--- src/design/bps_pkg.sv ---
`timescale 1ns / 1ps

package bps_pkg;

  localparam int TICK_W     = 15;
  localparam int STEP_W     = 3;
  localparam int STATE_W    = 4;
  localparam int CFG_IDX_W  = 4;
  localparam int NUM_PATTERNS = 9;

  localparam logic [TICK_W-1:0] TICK_MAX = '1;

  localparam logic [CFG_IDX_W-1:0] REG_SHORT_BEEP  = 4'd0;
  localparam logic [CFG_IDX_W-1:0] REG_LONG_BEEP   = 4'd1;
  localparam logic [CFG_IDX_W-1:0] REG_SPACING     = 4'd2;
  localparam logic [CFG_IDX_W-1:0] REG_TAIL_REST   = 4'd3;

  localparam logic [TICK_W-1:0] RST_SHORT_BEEP  = 15'd100;
  localparam logic [TICK_W-1:0] RST_LONG_BEEP   = 15'd500;
  localparam logic [TICK_W-1:0] RST_SPACING     = 15'd100;
  localparam logic [TICK_W-1:0] RST_TAIL_REST   = 15'd1000;

  typedef enum logic [2:0] {
    DUR_SHORT,
    DUR_LONG,
    DUR_GAP,
    DUR_PGAP,
    DUR_AGAP
  } dur_sel_t;

  typedef struct packed {
    logic [TICK_W-1:0] short_beep;
    logic [TICK_W-1:0] long_beep;
    logic [TICK_W-1:0] spacing;
    logic [TICK_W-1:0] tail_rest;
  } cfg_t;

  // pattern length, 1..8
  function automatic logic [3:0] pattern_len(input logic [STATE_W-1:0] fs);
    logic [3:0] len;
    case (fs)
      4'd0: len = 4'd2;
      4'd1: len = 4'd4;
      4'd2: len = 4'd6;
      4'd3: len = 4'd1;
      4'd4: len = 4'd2;
      4'd5: len = 4'd8;
      4'd6: len = 4'd2;
      4'd7: len = 4'd6;
      4'd8: len = 4'd2;
      default: len = 4'd1;
    endcase
    return len;
  endfunction

  // v in 0..8, len one of 1, 2, 4, 6, 8
  function automatic logic [STEP_W-1:0] mod_len(input logic [3:0] v, input logic [3:0] len);
    logic [STEP_W-1:0] r;
    case (len)
      4'd1: r = '0;
      4'd2: r = {2'b00, v[0]};
      4'd4: r = {1'b0, v[1:0]};
      4'd6: r = (v >= 4'd6) ? 3'(v - 4'd6) : v[2:0];
      default: r = v[2:0];
    endcase
    return r;
  endfunction

  function automatic dur_sel_t step_dur(input logic [STATE_W-1:0] fs,
                                        input logic [STEP_W-1:0] idx);
    dur_sel_t d;
    logic [3:0] len;
    len = pattern_len(fs);
    if (fs == 4'd3) begin
      d = DUR_PGAP;
    end else if ({1'b0, idx} == len - 4'd1) begin
      case (fs)
        4'd6: d = DUR_GAP;
        4'd8: d = DUR_AGAP;
        default: d = DUR_PGAP;
      endcase
    end else if (idx[0]) begin
      d = DUR_GAP;
    end else if (fs == 4'd4 || fs == 4'd7) begin
      d = DUR_LONG;
    end else begin
      d = DUR_SHORT;
    end
    return d;
  endfunction

  // every pattern sounds on its even steps, except coast which is silent
  function automatic logic step_on(input logic [STATE_W-1:0] fs,
                                   input logic [STEP_W-1:0] idx);
    return (fs != 4'd3) && !idx[0];
  endfunction

endpackage

--- src/design/buzzer_pattern_sequencer_top.sv ---
`timescale 1ns / 1ps

// Buzzer pattern sequencer.
// Each transaction on the s_axis channel is one millisecond tick carrying the
// flight state (0..8 picks one of nine on/off patterns, 9..15 hold the step
// index and buzzer level). Every tick yields exactly one transaction on
// m_axis with the buzzer level and the step index after that tick.
// Step times come from four registers written through the cfg channel
// (index 0 short beep, 1 long beep, 2 beep gap, 3 pattern gap; others are
// dropped). cfg_ready is always high; write only while no tick is in flight.
// A tick is taken into the input register and, once m_axis can advance,
// moves into the sequencer state register that drives m_axis.
// Throughput: one tick per cycle while m_axis does not stall; the tick update is a
// single saturating add, a compare and a table lookup between those two registers.
// When m_axis stalls, the input register still takes one more tick, then
// s_axis_tready drops until the result is taken.
// Reset clears both stages, the elapsed count, step index and buzzer level,
// and restores the register defaults 100, 500, 100 and 1000.
module buzzer_pattern_sequencer_top
  import bps_pkg::*;
(
  input  logic                 clk,
  input  logic                 rst,
  input  logic                 s_axis_tvalid,
  output logic                 s_axis_tready,
  input  logic [7:0]           s_axis_tdata,  // [3:0] flight_state
  output logic                 m_axis_tvalid,
  input  logic                 m_axis_tready,
  output logic [7:0]           m_axis_tdata,  // [0] buzzer_level, [3:1] step_position
  input  logic                 cfg_valid,
  output logic                 cfg_ready,
  input  logic [CFG_IDX_W-1:0] cfg_index,
  input  logic [TICK_W-1:0]    cfg_data
);

  cfg_t               cfg;
  logic               in_valid;
  logic [STATE_W-1:0] in_state;
  logic               advance;
  logic               buzzer_level;
  logic [STEP_W-1:0]  step_position;

  assign advance       = !m_axis_tvalid || m_axis_tready;
  assign s_axis_tready = !in_valid || advance;

  always_ff @(posedge clk) begin
    if (rst) begin
      in_valid      <= 1'b0;
      m_axis_tvalid <= 1'b0;
    end else begin
      if (s_axis_tready) begin
        in_valid <= s_axis_tvalid;
      end
      if (advance) begin
        m_axis_tvalid <= in_valid;
      end
    end
  end

  always_ff @(posedge clk) begin
    if (s_axis_tready && s_axis_tvalid) begin
      in_state <= s_axis_tdata[STATE_W-1:0];
    end
  end

  bps_cfg u_cfg (
    .clk       (clk),
    .rst       (rst),
    .cfg_valid (cfg_valid),
    .cfg_ready (cfg_ready),
    .cfg_index (cfg_index),
    .cfg_data  (cfg_data),
    .cfg       (cfg)
  );

  bps_seq u_seq (
    .clk           (clk),
    .rst           (rst),
    .cfg           (cfg),
    .tick          (advance && in_valid),
    .flight_state  (in_state),
    .buzzer_level  (buzzer_level),
    .step_position (step_position)
  );

  assign m_axis_tdata = {4'b0000, step_position, buzzer_level};

endmodule

--- src/design/bps_cfg.sv ---
`timescale 1ns / 1ps

module bps_cfg
  import bps_pkg::*;
(
  input  logic                 clk,
  input  logic                 rst,
  input  logic                 cfg_valid,
  output logic                 cfg_ready,
  input  logic [CFG_IDX_W-1:0] cfg_index,
  input  logic [TICK_W-1:0]    cfg_data,
  output cfg_t                 cfg
);

  assign cfg_ready = 1'b1;

  always_ff @(posedge clk) begin
    if (rst) begin
      cfg.short_beep <= RST_SHORT_BEEP;
      cfg.long_beep  <= RST_LONG_BEEP;
      cfg.spacing    <= RST_SPACING;
      cfg.tail_rest  <= RST_TAIL_REST;
    end else if (cfg_valid) begin
      case (cfg_index)
        REG_SHORT_BEEP: cfg.short_beep <= cfg_data;
        REG_LONG_BEEP:  cfg.long_beep  <= cfg_data;
        REG_SPACING:    cfg.spacing    <= cfg_data;
        REG_TAIL_REST:  cfg.tail_rest  <= cfg_data;
        default: ;
      endcase
    end
  end

endmodule

--- src/design/bps_seq.sv ---
`timescale 1ns / 1ps

module bps_seq
  import bps_pkg::*;
(
  input  logic               clk,
  input  logic               rst,
  input  cfg_t               cfg,
  input  logic               tick,
  input  logic [STATE_W-1:0] flight_state,
  output logic               buzzer_level,
  output logic [STEP_W-1:0]  step_position
);

  logic [TICK_W-1:0] elapsed;
  logic [TICK_W-1:0] elapsed_inc;
  logic [TICK_W-1:0] dur;
  logic [3:0]        len;
  logic [STEP_W-1:0] cur;
  logic [STEP_W-1:0] step_next;
  dur_sel_t          sel;
  logic              known;
  logic              hit;

  always_comb begin
    known       = flight_state < 4'(NUM_PATTERNS);
    len         = pattern_len(flight_state);
    cur         = mod_len({1'b0, step_position}, len);
    step_next   = mod_len({1'b0, step_position} + 4'd1, len);
    sel         = step_dur(flight_state, cur);
    elapsed_inc = (elapsed == TICK_MAX) ? elapsed : elapsed + 1'b1;
    case (sel)
      DUR_SHORT: dur = cfg.short_beep;
      DUR_LONG:  dur = cfg.long_beep;
      DUR_GAP:   dur = cfg.spacing;
      DUR_PGAP:  dur = cfg.tail_rest;
      default:   dur = cfg.spacing >> 1;
    endcase
    hit = known && (elapsed_inc >= dur);
  end

  always_ff @(posedge clk) begin
    if (rst) begin
      elapsed       <= '0;
      step_position <= '0;
      buzzer_level  <= 1'b0;
    end else if (tick) begin
      if (hit) begin
        elapsed       <= '0;
        step_position <= step_next;
        buzzer_level  <= step_on(flight_state, step_next);
      end else begin
        elapsed <= elapsed_inc;
      end
    end
  end

endmodule

--- config.mk ---
export PLATFORM = sky130hd
export DESIGN_NAME = buzzer_pattern_sequencer_top
export DESIGN_NICKNAME = d
export VERILOG_FILES = /design/src/design/bps_pkg.sv /design/src/design/buzzer_pattern_sequencer_top.sv /design/src/design/bps_cfg.sv /design/src/design/bps_seq.sv
export SDC_FILE = /design/constraint.sdc
export NUM_CORES = 1
export LEC_CHECK = 0
export BUFFER_PORTS_ARGS = -buffer_cell sky130_fd_sc_hd__buf_2
export CELL_PAD_IN_SITES_DETAIL_PLACEMENT = 2
export CELL_PAD_IN_SITES_GLOBAL_PLACEMENT = 2
export CORE_MARGIN = 2
export CORE_UTILIZATION = 25
export CTS_CLUSTER_DIAMETER = 80
export CTS_CLUSTER_SIZE = 10
export DETAILED_ROUTE_END_ITERATION = 10
export GPL_TIMING_DRIVEN = 0
export PLACE_DENSITY_LB_ADDON = 0.1
export SYNTH_ARGS = -nofsm -noshare
export SYNTH_HDL_FRONTEND = slang
export SYNTH_SLANG_ARGS = --single-unit
export TNS_END_PERCENT = 50
--- constraint.sdc ---
create_clock -name clk -period 4.25 [get_ports clk]
set_input_delay 0.85 -clock clk [delete_from_list [all_inputs] [get_ports clk]]
set_output_delay 0.85 -clock clk [all_outputs]
set_load 0.005 [all_outputs]
==> flow_summary.json, run 1 <==
{
  "path_clk_slew_ns": 0.06,
  "netlist_top_cells_area": "dfxtp_1 (32%), nand2_1 (11%), ha_1 (6.2%), a21oi_1 (5.3%), a221oi_2 (4.0%)",
  "synth-edff-count": 4,
  "ys_seq_area_share_pct": 34.6,
  "dieArea_um2": 22200,
  "rows": 53,
  "p_sw_share_pct": 29.2,
  "drt_iter0_drc": 176,
  "final_cell_area_um2": 6590,
  "drv_cap": 0,
  "place_ws_ns": -1.07,
  "nNetsFinal": 766,
  "finalSetupViolations": 17,
  "finalPower_mw": 2.01,
  "finalWorstSetupSlack_ns": -0.196,
  "synthArstFlopShare_pct": 0,
  "first_global_vias": 5353,
  "cts_htree_levels": 3,
  "die_h_um": 149,
  "cts_inserted_buffers": 9,
  "clockRootBuffer": "clkbuf_16",
  "grt_max_degree": 14,
  "finalWirelength_um": 20300,
  "worstSetupEndpointType": "flop",
  "place_inst": 953,
  "drt-pass1-iter-count": 6,
  "grt_usage_pct": 18.7,
  "gp_congestion": 0.823,
  "p_int_mw": 1.42,
  "place_hpwl_um": 14900,
  "min_path_type": "reg2reg",
  "grt_overflow": 0,
  "worstPathArrival_ns": 4.68,
  "io_pins": 43,
  "yosys_warnings": 0,
  "core_area_um2": 20800,
  "period_needed_ns": 4.45,
  "tightest_slew_ns": 0.917,
  "start_kind": "flop",
  "rsz0062_at_grt": "yes",
  "relSlewSlack_pct": 38.4,
  "num_vias": 4953,
  "critPathSlowestCell": "a2111oi_4",
  "via_per_inst": 5.02,
  "p_seq_share_pct": 43.7,
  "dpl_cell_area_um2": 5830,
  "fmax_mhz": 225,
  "crit-reg2reg-launch": "u_seq.len[0]",
  "cp_top_family": "compound AO/OA/AOI/OAI gates",
  "whs_ns": 0.467,
  "drtAntennaViolNets": 0,
  "ys_seq_elements": 89,
  "syn2layout_area_growth_pct": 25.2,
  "yosys.area.top_type_share_pct": 32.3,
  "final_cells": 987,
  "cts_sinks": 89,
  "syn_area_um2": 5260,
  "cp_cell_sequence": "inv_4 > ha_4 > nor4b_4 > nand2b_4 > xnor2_2 > nor4b_2 > buf_4 > and2_4 > mux2_4 > buf_4 > a221o_2 > ha_4 > nor2b_1 > o21ai_1 > a21oi_2 > o2111ai_4 > a2111oi_4 > buf_6 > nor3_4 > a32o_1",
  "grt_pass1_wl_um": 31100,
  "insertion_delay_ns": 0.35,
  "postCtsHoldBufs": 0,
  "crit_cells": 20,
  "syn_area_per_cell_um2": 8.18,
  "yosysMostFrequentCell": "nand2_1",
  "synth_top_cell_by_area": "dfxtp_1",
  "die_x_um": 149,
  "rr_worst_depth": 20,
  "wl_per_cell_um": 20.6,
  "p_comb_share_pct": 18.0,
  "drv_slew": 0,
  "drive_gt1_share_pct": 19.7,
  "postSynthCellCount": 643,
  "crit_buf_inv": 4,
  "clockPowerShare_pct": 38.3,
  "p_leak_nw": 2.47,
  "antenna_found_initial": 0,
  "drc": 0,
  "skew_ns": 0.0108,
  "synth_flop_cell": "dfxtp_1",
  "start_util_pct": 25.3,
  "ir_drop_mv": 0.182,
  "hold_viol": 0,
  "rr_endpoint": "u_seq.elapsed[10]",
  "timing.reg2reg.setup_slack_ns": -0.20,
  "antenna_cells": 0,
  "status": "finished, violations left",
  "yosys.cell_types.count": 61,
  "critical_path.max_stage_delay_ns": 0.43,
  "worstPathMaxFanout": 5,
  "violations": "setup timing",
  "worst-setup-path-type": "reg2reg",
  "synth_commonest_cells": "nand2_1 (160), dfxtp_1 (85), a21oi_1 (56)",
  "startpoint": "u_seq.len[0]",
  "p_switching_mw": 0.585,
  "cp-endpoint": "u_seq.elapsed[10]",
  "cp.required_ns": 4.49,
  "fin_crit_sh_pct": 105,
  "p_per_area_nw_per_um2": 304,
  "port_buffers": 32,
  "max-clock-path-buffers": 2,
  "cts_tree": "yes"
}
[sequential cells by signal, indices dropped and copies added (netlist names)]
signal and count:
m_axis_tvalid 1, u_seq.buzzer_level 1, in_state 4, u_seq.elapsed 15, u_cfg.cfg 60, u_seq.step_position 3
u_seq.len 4, in_valid 1
[power groups by stage]
stage          logic, mW  registers, mW  clock network (mW)
2_1_floorplan      0.199          0.888                   0
3_3_place_gp       0.290          0.892                   0
3_5_place_dp       0.300          0.893                   0
4_1_cts            0.360          0.876               0.787
5_1_grt            0.394          0.879               0.823
6_report           0.362          0.876               0.768
[cells by family (layout without fill, tap and decap cells)]
group	count (synthesis)	count (layout)	synth area share (%)
simple gates	287	287	25.9
compound gates	154	154	21.5
flops	89	89	34.6
buf+inv	51	117	5.28
fa+ha+maj	26	26	6.18
mux	20	20	3.97
xor+xnor	14	14	2.33
other cells	2	5	0.143
[worst min path at each step]
stage,start,endpoint,slack [ns],depth (start not counted)
4_1_cts,u_cfg.cfg[45],u_cfg.cfg[45],0.47,2
6_report,u_cfg.cfg[45],u_cfg.cfg[45],0.47,2
5_1_grt,u_cfg.cfg[44],u_cfg.cfg[44],0.49,2
2_1_floorplan,u_cfg.cfg[45],u_cfg.cfg[45],0.44,2
3_5_place_dp,u_cfg.cfg[58],u_cfg.cfg[58],0.46,2
3_3_place_gp,u_cfg.cfg[59],u_cfg.cfg[59],0.44,2
[placed cells by master (no fill, tap or decap), types with 4 or more instances in the layout]
cell and count:
a21o_1 6, a21oi_1 54, a221oi_4 12, a22o_1 9, a22oi_1 23, a32o_1 4, and2_1 5, and3_1 6
and4_1 4, buf_2 34, buf_4 27, clkbuf_1 27, clkbuf_16 9, conb_1 5, dfxtp_1 82, edfxtp_1 4
ha_1 21, ha_4 5, inv_1 8, mux2i_1 16, nand2_1 160, nand2b_1 7, nand3_1 12, nand3b_1 19
nand4_1 6, nor2_1 28, nor2b_1 11, nor3_1 5, o21a_1 4, o21ai_0 13, xnor2_1 10
[timing repair]
action | in CTS | in global routing
setup endpoints to repair | 19 | 19
pin swaps | 29 | 27
gates resized for setup | 37 | 16
buffers inserted | 17 | 2
hold endpoints to repair | 0 | 0
cloned | 2 | 0
[layer usage]
metal  GRT usage, %  vias to the layer above  part of all wire (%)
met3           2.66                       15                   2.1
met2           33.6                       51                    51
met4           4.05                        0                   1.1
li1               -                     2408                     -
met1           23.7                     2479                    46
met5              0                        -                     0
[layout make-up]
type / instances / area, um^2
fill: 2411 / 14200
tap: 275 / 344
clock buffer: 12 / 246
clock inverter: 3 / 17.5
buffer: 40 / 231
multi-input combinational: 506 / 3540
timing repair buffer: 53 / 345
inverter: 9 / 36.3
sequential: 89 / 1830
[worst register-to-register path: cells and delay by family, from the launching register on]
| kind | cells | cell delay (ns) |
|---|---|---|
| AOI/OAI and AO/OA | 6 | 1.58 |
| xor gates and xnor gates | 1 | 0.07 |
| and+or+nand+nor | 6 | 1.09 |
| adders and majority gates | 2 | 0.34 |
| muxes | 1 | 0.36 |
| buffers and inverters | 4 | 0.55 |
| DFF | 1 | 0.36 |
[metrics by stage]
step                TNS [ns]  utilization, %
global placement      -17.72            28.0
global route           -6.48            31.6
CTS                    -4.51            31.2
finish                 -2.37            31.6
detailed placement    -18.63            28.0
floorplan                  0               -
No activity file was read; power rests on OpenSTA's default activity.
==> run 2, diff against run 1 <==
Clock period 4.25 ns to 5.5 ns, I/O delays scaled along.
==> flow_summary.json, run 2 (synthesis gave the netlist of run 1 again) <==
{
  "status": "finished clean",
  "postCtsHoldBufs": 0,
  "p_leak_nw": 2.37,
  "fmax_mhz": 193,
  "grt_max_degree": 15,
  "period_needed_ns": 5.17,
  "whs_ns": 0.462,
  "io_pins": 43,
  "cts_inserted_buffers": 9,
  "port_buffers": 32,
  "largest_reg_flops": 60,
  "finalSetupViolations": 0,
  "max-clock-path-buffers": 2,
  "die_x_um": 149,
  "worstPathArrival_ns": 5.47,
  "place_inst": 953,
  "tightest_slew_ns": 0.965,
  "fin_util_pct": 29.5,
  "place_hpwl_um": 14900,
  "grt_overflow": 0,
  "rsz0062_at_grt": "no",
  "timing.setup.tns_ns": 0,
  "layout_common_cells": "nand2_1 (160), dfxtp_1 (85), a21oi_1 (56)",
  "hold_viol": 0,
  "path_clk_slew_ns": 0.07,
  "ir_drop_mv": 0.148,
  "first_global_vias": 5304,
  "dieArea_um2": 22200,
  "drt-pass1-iter-count": 4,
  "cp.required_ns": 5.79,
  "grt_usage_pct": 18.5,
  "multiInputGateArea_um2": 3220,
  "whs_endpoint": "u_cfg.cfg[55]",
  "wl_per_cell_um": 20.4,
  "fin_crit_sh_pct": 94.0,
  "regMostFlops": "u_cfg.cfg",
  "reg.largest.list": "u_cfg.cfg: 60 flops, u_seq.elapsed: 15 flops",
  "finalPower_mw": 1.55,
  "num_vias": 4920,
  "worstPathMaxFanout": 10,
  "drtAntennaViolNets": 0,
  "layout_commonest_cell": "nand2_1",
  "cts_htree_levels": 3,
  "finalWorstSetupSlack_ns": 0.328,
  "die_h_um": 149,
  "whs_path_depth": 2,
  "min_from": "u_cfg.cfg[55]",
  "final_cell_area_um2": 6140,
  "final_cells": 973,
  "gp_congestion": 0.818,
  "cts_tree": "yes",
  "crit-reg2reg-launch": "u_seq.len[0]",
  "insertion_delay_ns": 0.35,
  "worstSetupEndpointType": "flop",
  "drv_cap": 0,
  "min_path_type": "reg2reg",
  "antenna_found_initial": 0,
  "start_kind": "flop",
  "core_area_um2": 20800,
  "start_util_pct": 25.3,
  "place_ws_ns": -0.383,
  "antenna_cells": 0,
  "drive_gt1_share_pct": 14.3,
  "final-seq-area_um2": 1820,
  "drc": 0,
  "nNetsFinal": 751,
  "worst-setup-path-type": "reg2reg",
  "rr_worst_depth": 19,
  "rows": 53,
  "clockRootBuffer": "clkbuf_16",
  "skew_ns": 0.00953,
  "dpl_cell_area_um2": 5780,
  "grt_pass1_wl_um": 30900,
  "drt_iter0_drc": 126,
  "via_per_inst": 5.06,
  "relSlewSlack_pct": 35.2,
  "nFillCells": 2440,
  "cts_sinks": 89,
  "finalWirelength_um": 19800,
  "rr_endpoint": "u_seq.elapsed[4]",
  "drv_slew": 0,
  "syn2layout_area_growth_pct": 16.7,
  "p_per_area_nw_per_um2": 252,
  "timing.reg2reg.setup_slack_ns": 0.33
}
[run 2: cell types whose count changed in the layout (fill, tap and decap cells not counted), moves of 3 or more]
| cell | delta |
|---|---|
| buf_4 | -14 |
| a221oi_2 | +12 |
| a221oi_4 | -12 |
| ha_4 | -5 |
| ha_1 | +4 |
| a211oi_1 | +3 |
| a211oi_2 | -3 |
| dfxtp_1 | +3 |
| nor3_1 | +3 |
| o2bb2ai_1 | +3 |
| o2bb2ai_2 | -3 |
[run 2: power breakdown]
part / internal, mW / switching (mW)
logic: 0.0930 / 0.141
clock network: 0.353 / 0.289
registers: 0.662 / 0.0134
total: 1.11 / 0.443
[run 2: how the worst max path moves through the flow]
stage / start / to / slack (ns) / cells after the start
detailed placement: u_seq.len[0] / u_seq.elapsed[4] / -0.38 / 21
CTS: u_seq.len[0] / u_seq.elapsed[0] / 0.008 / 20
global placement: u_seq.len[0] / u_seq.elapsed[4] / -0.25 / 21
finish: u_seq.len[0] / u_seq.elapsed[4] / 0.33 / 19
floorplan: u_seq.len[0] / u_seq.elapsed[12] / 0.95 / 20
global route: u_seq.len[0] / u_seq.elapsed[4] / 0.0006 / 19
[run 2: critical path, stage by stage (launching register included)]
cell and delay [ns]:
dfxtp_1 0.36, inv_1 0.10, ha_2 0.26, nor4b_4 0.30
nand2b_1 0.16, buf_6 0.14, xnor2_1 0.09, nor4b_2 0.37
and2_1 0.22, buf_6 0.19, mux2_4 0.40, buf_12 0.18
a221oi_2 0.41, ha_1 0.32, and3_1 0.21, a221oi_2 0.44
a211oi_1 0.20, nor4_2 0.28, clkbuf_4 0.31, a22o_1 0.16
[run 2: routing by layer]
layer	vias up	wire [um]	track usage [%]
met5	-	0	0
met4	0	178	4.14
met3	10	381	1.99
met2	48	9860	32.6
met1	2488	9400	24.2
li1	2374	-	-
[run 2: area by class of cell]
type                            instances  share of cell area (%)
Multi-Input combinational cell        506                    52.4
Sequential cell                        89                    29.7
Tap cell                              275                    5.60
Buffer                                 42                    4.03
Clock buffer                           11                    3.79
Timing Repair Buffer                   36                    3.10
Clock inverter                          5                   0.916
Inverter                                9                   0.550
[run 2: repair_timing]
action / CTS / global route
cloned: 0 / 0
setup buffers: 0 / 4
endpoints found under the setup margin: 17 / 17
resized for setup: 6 / 2
pin swaps: 0 / 3
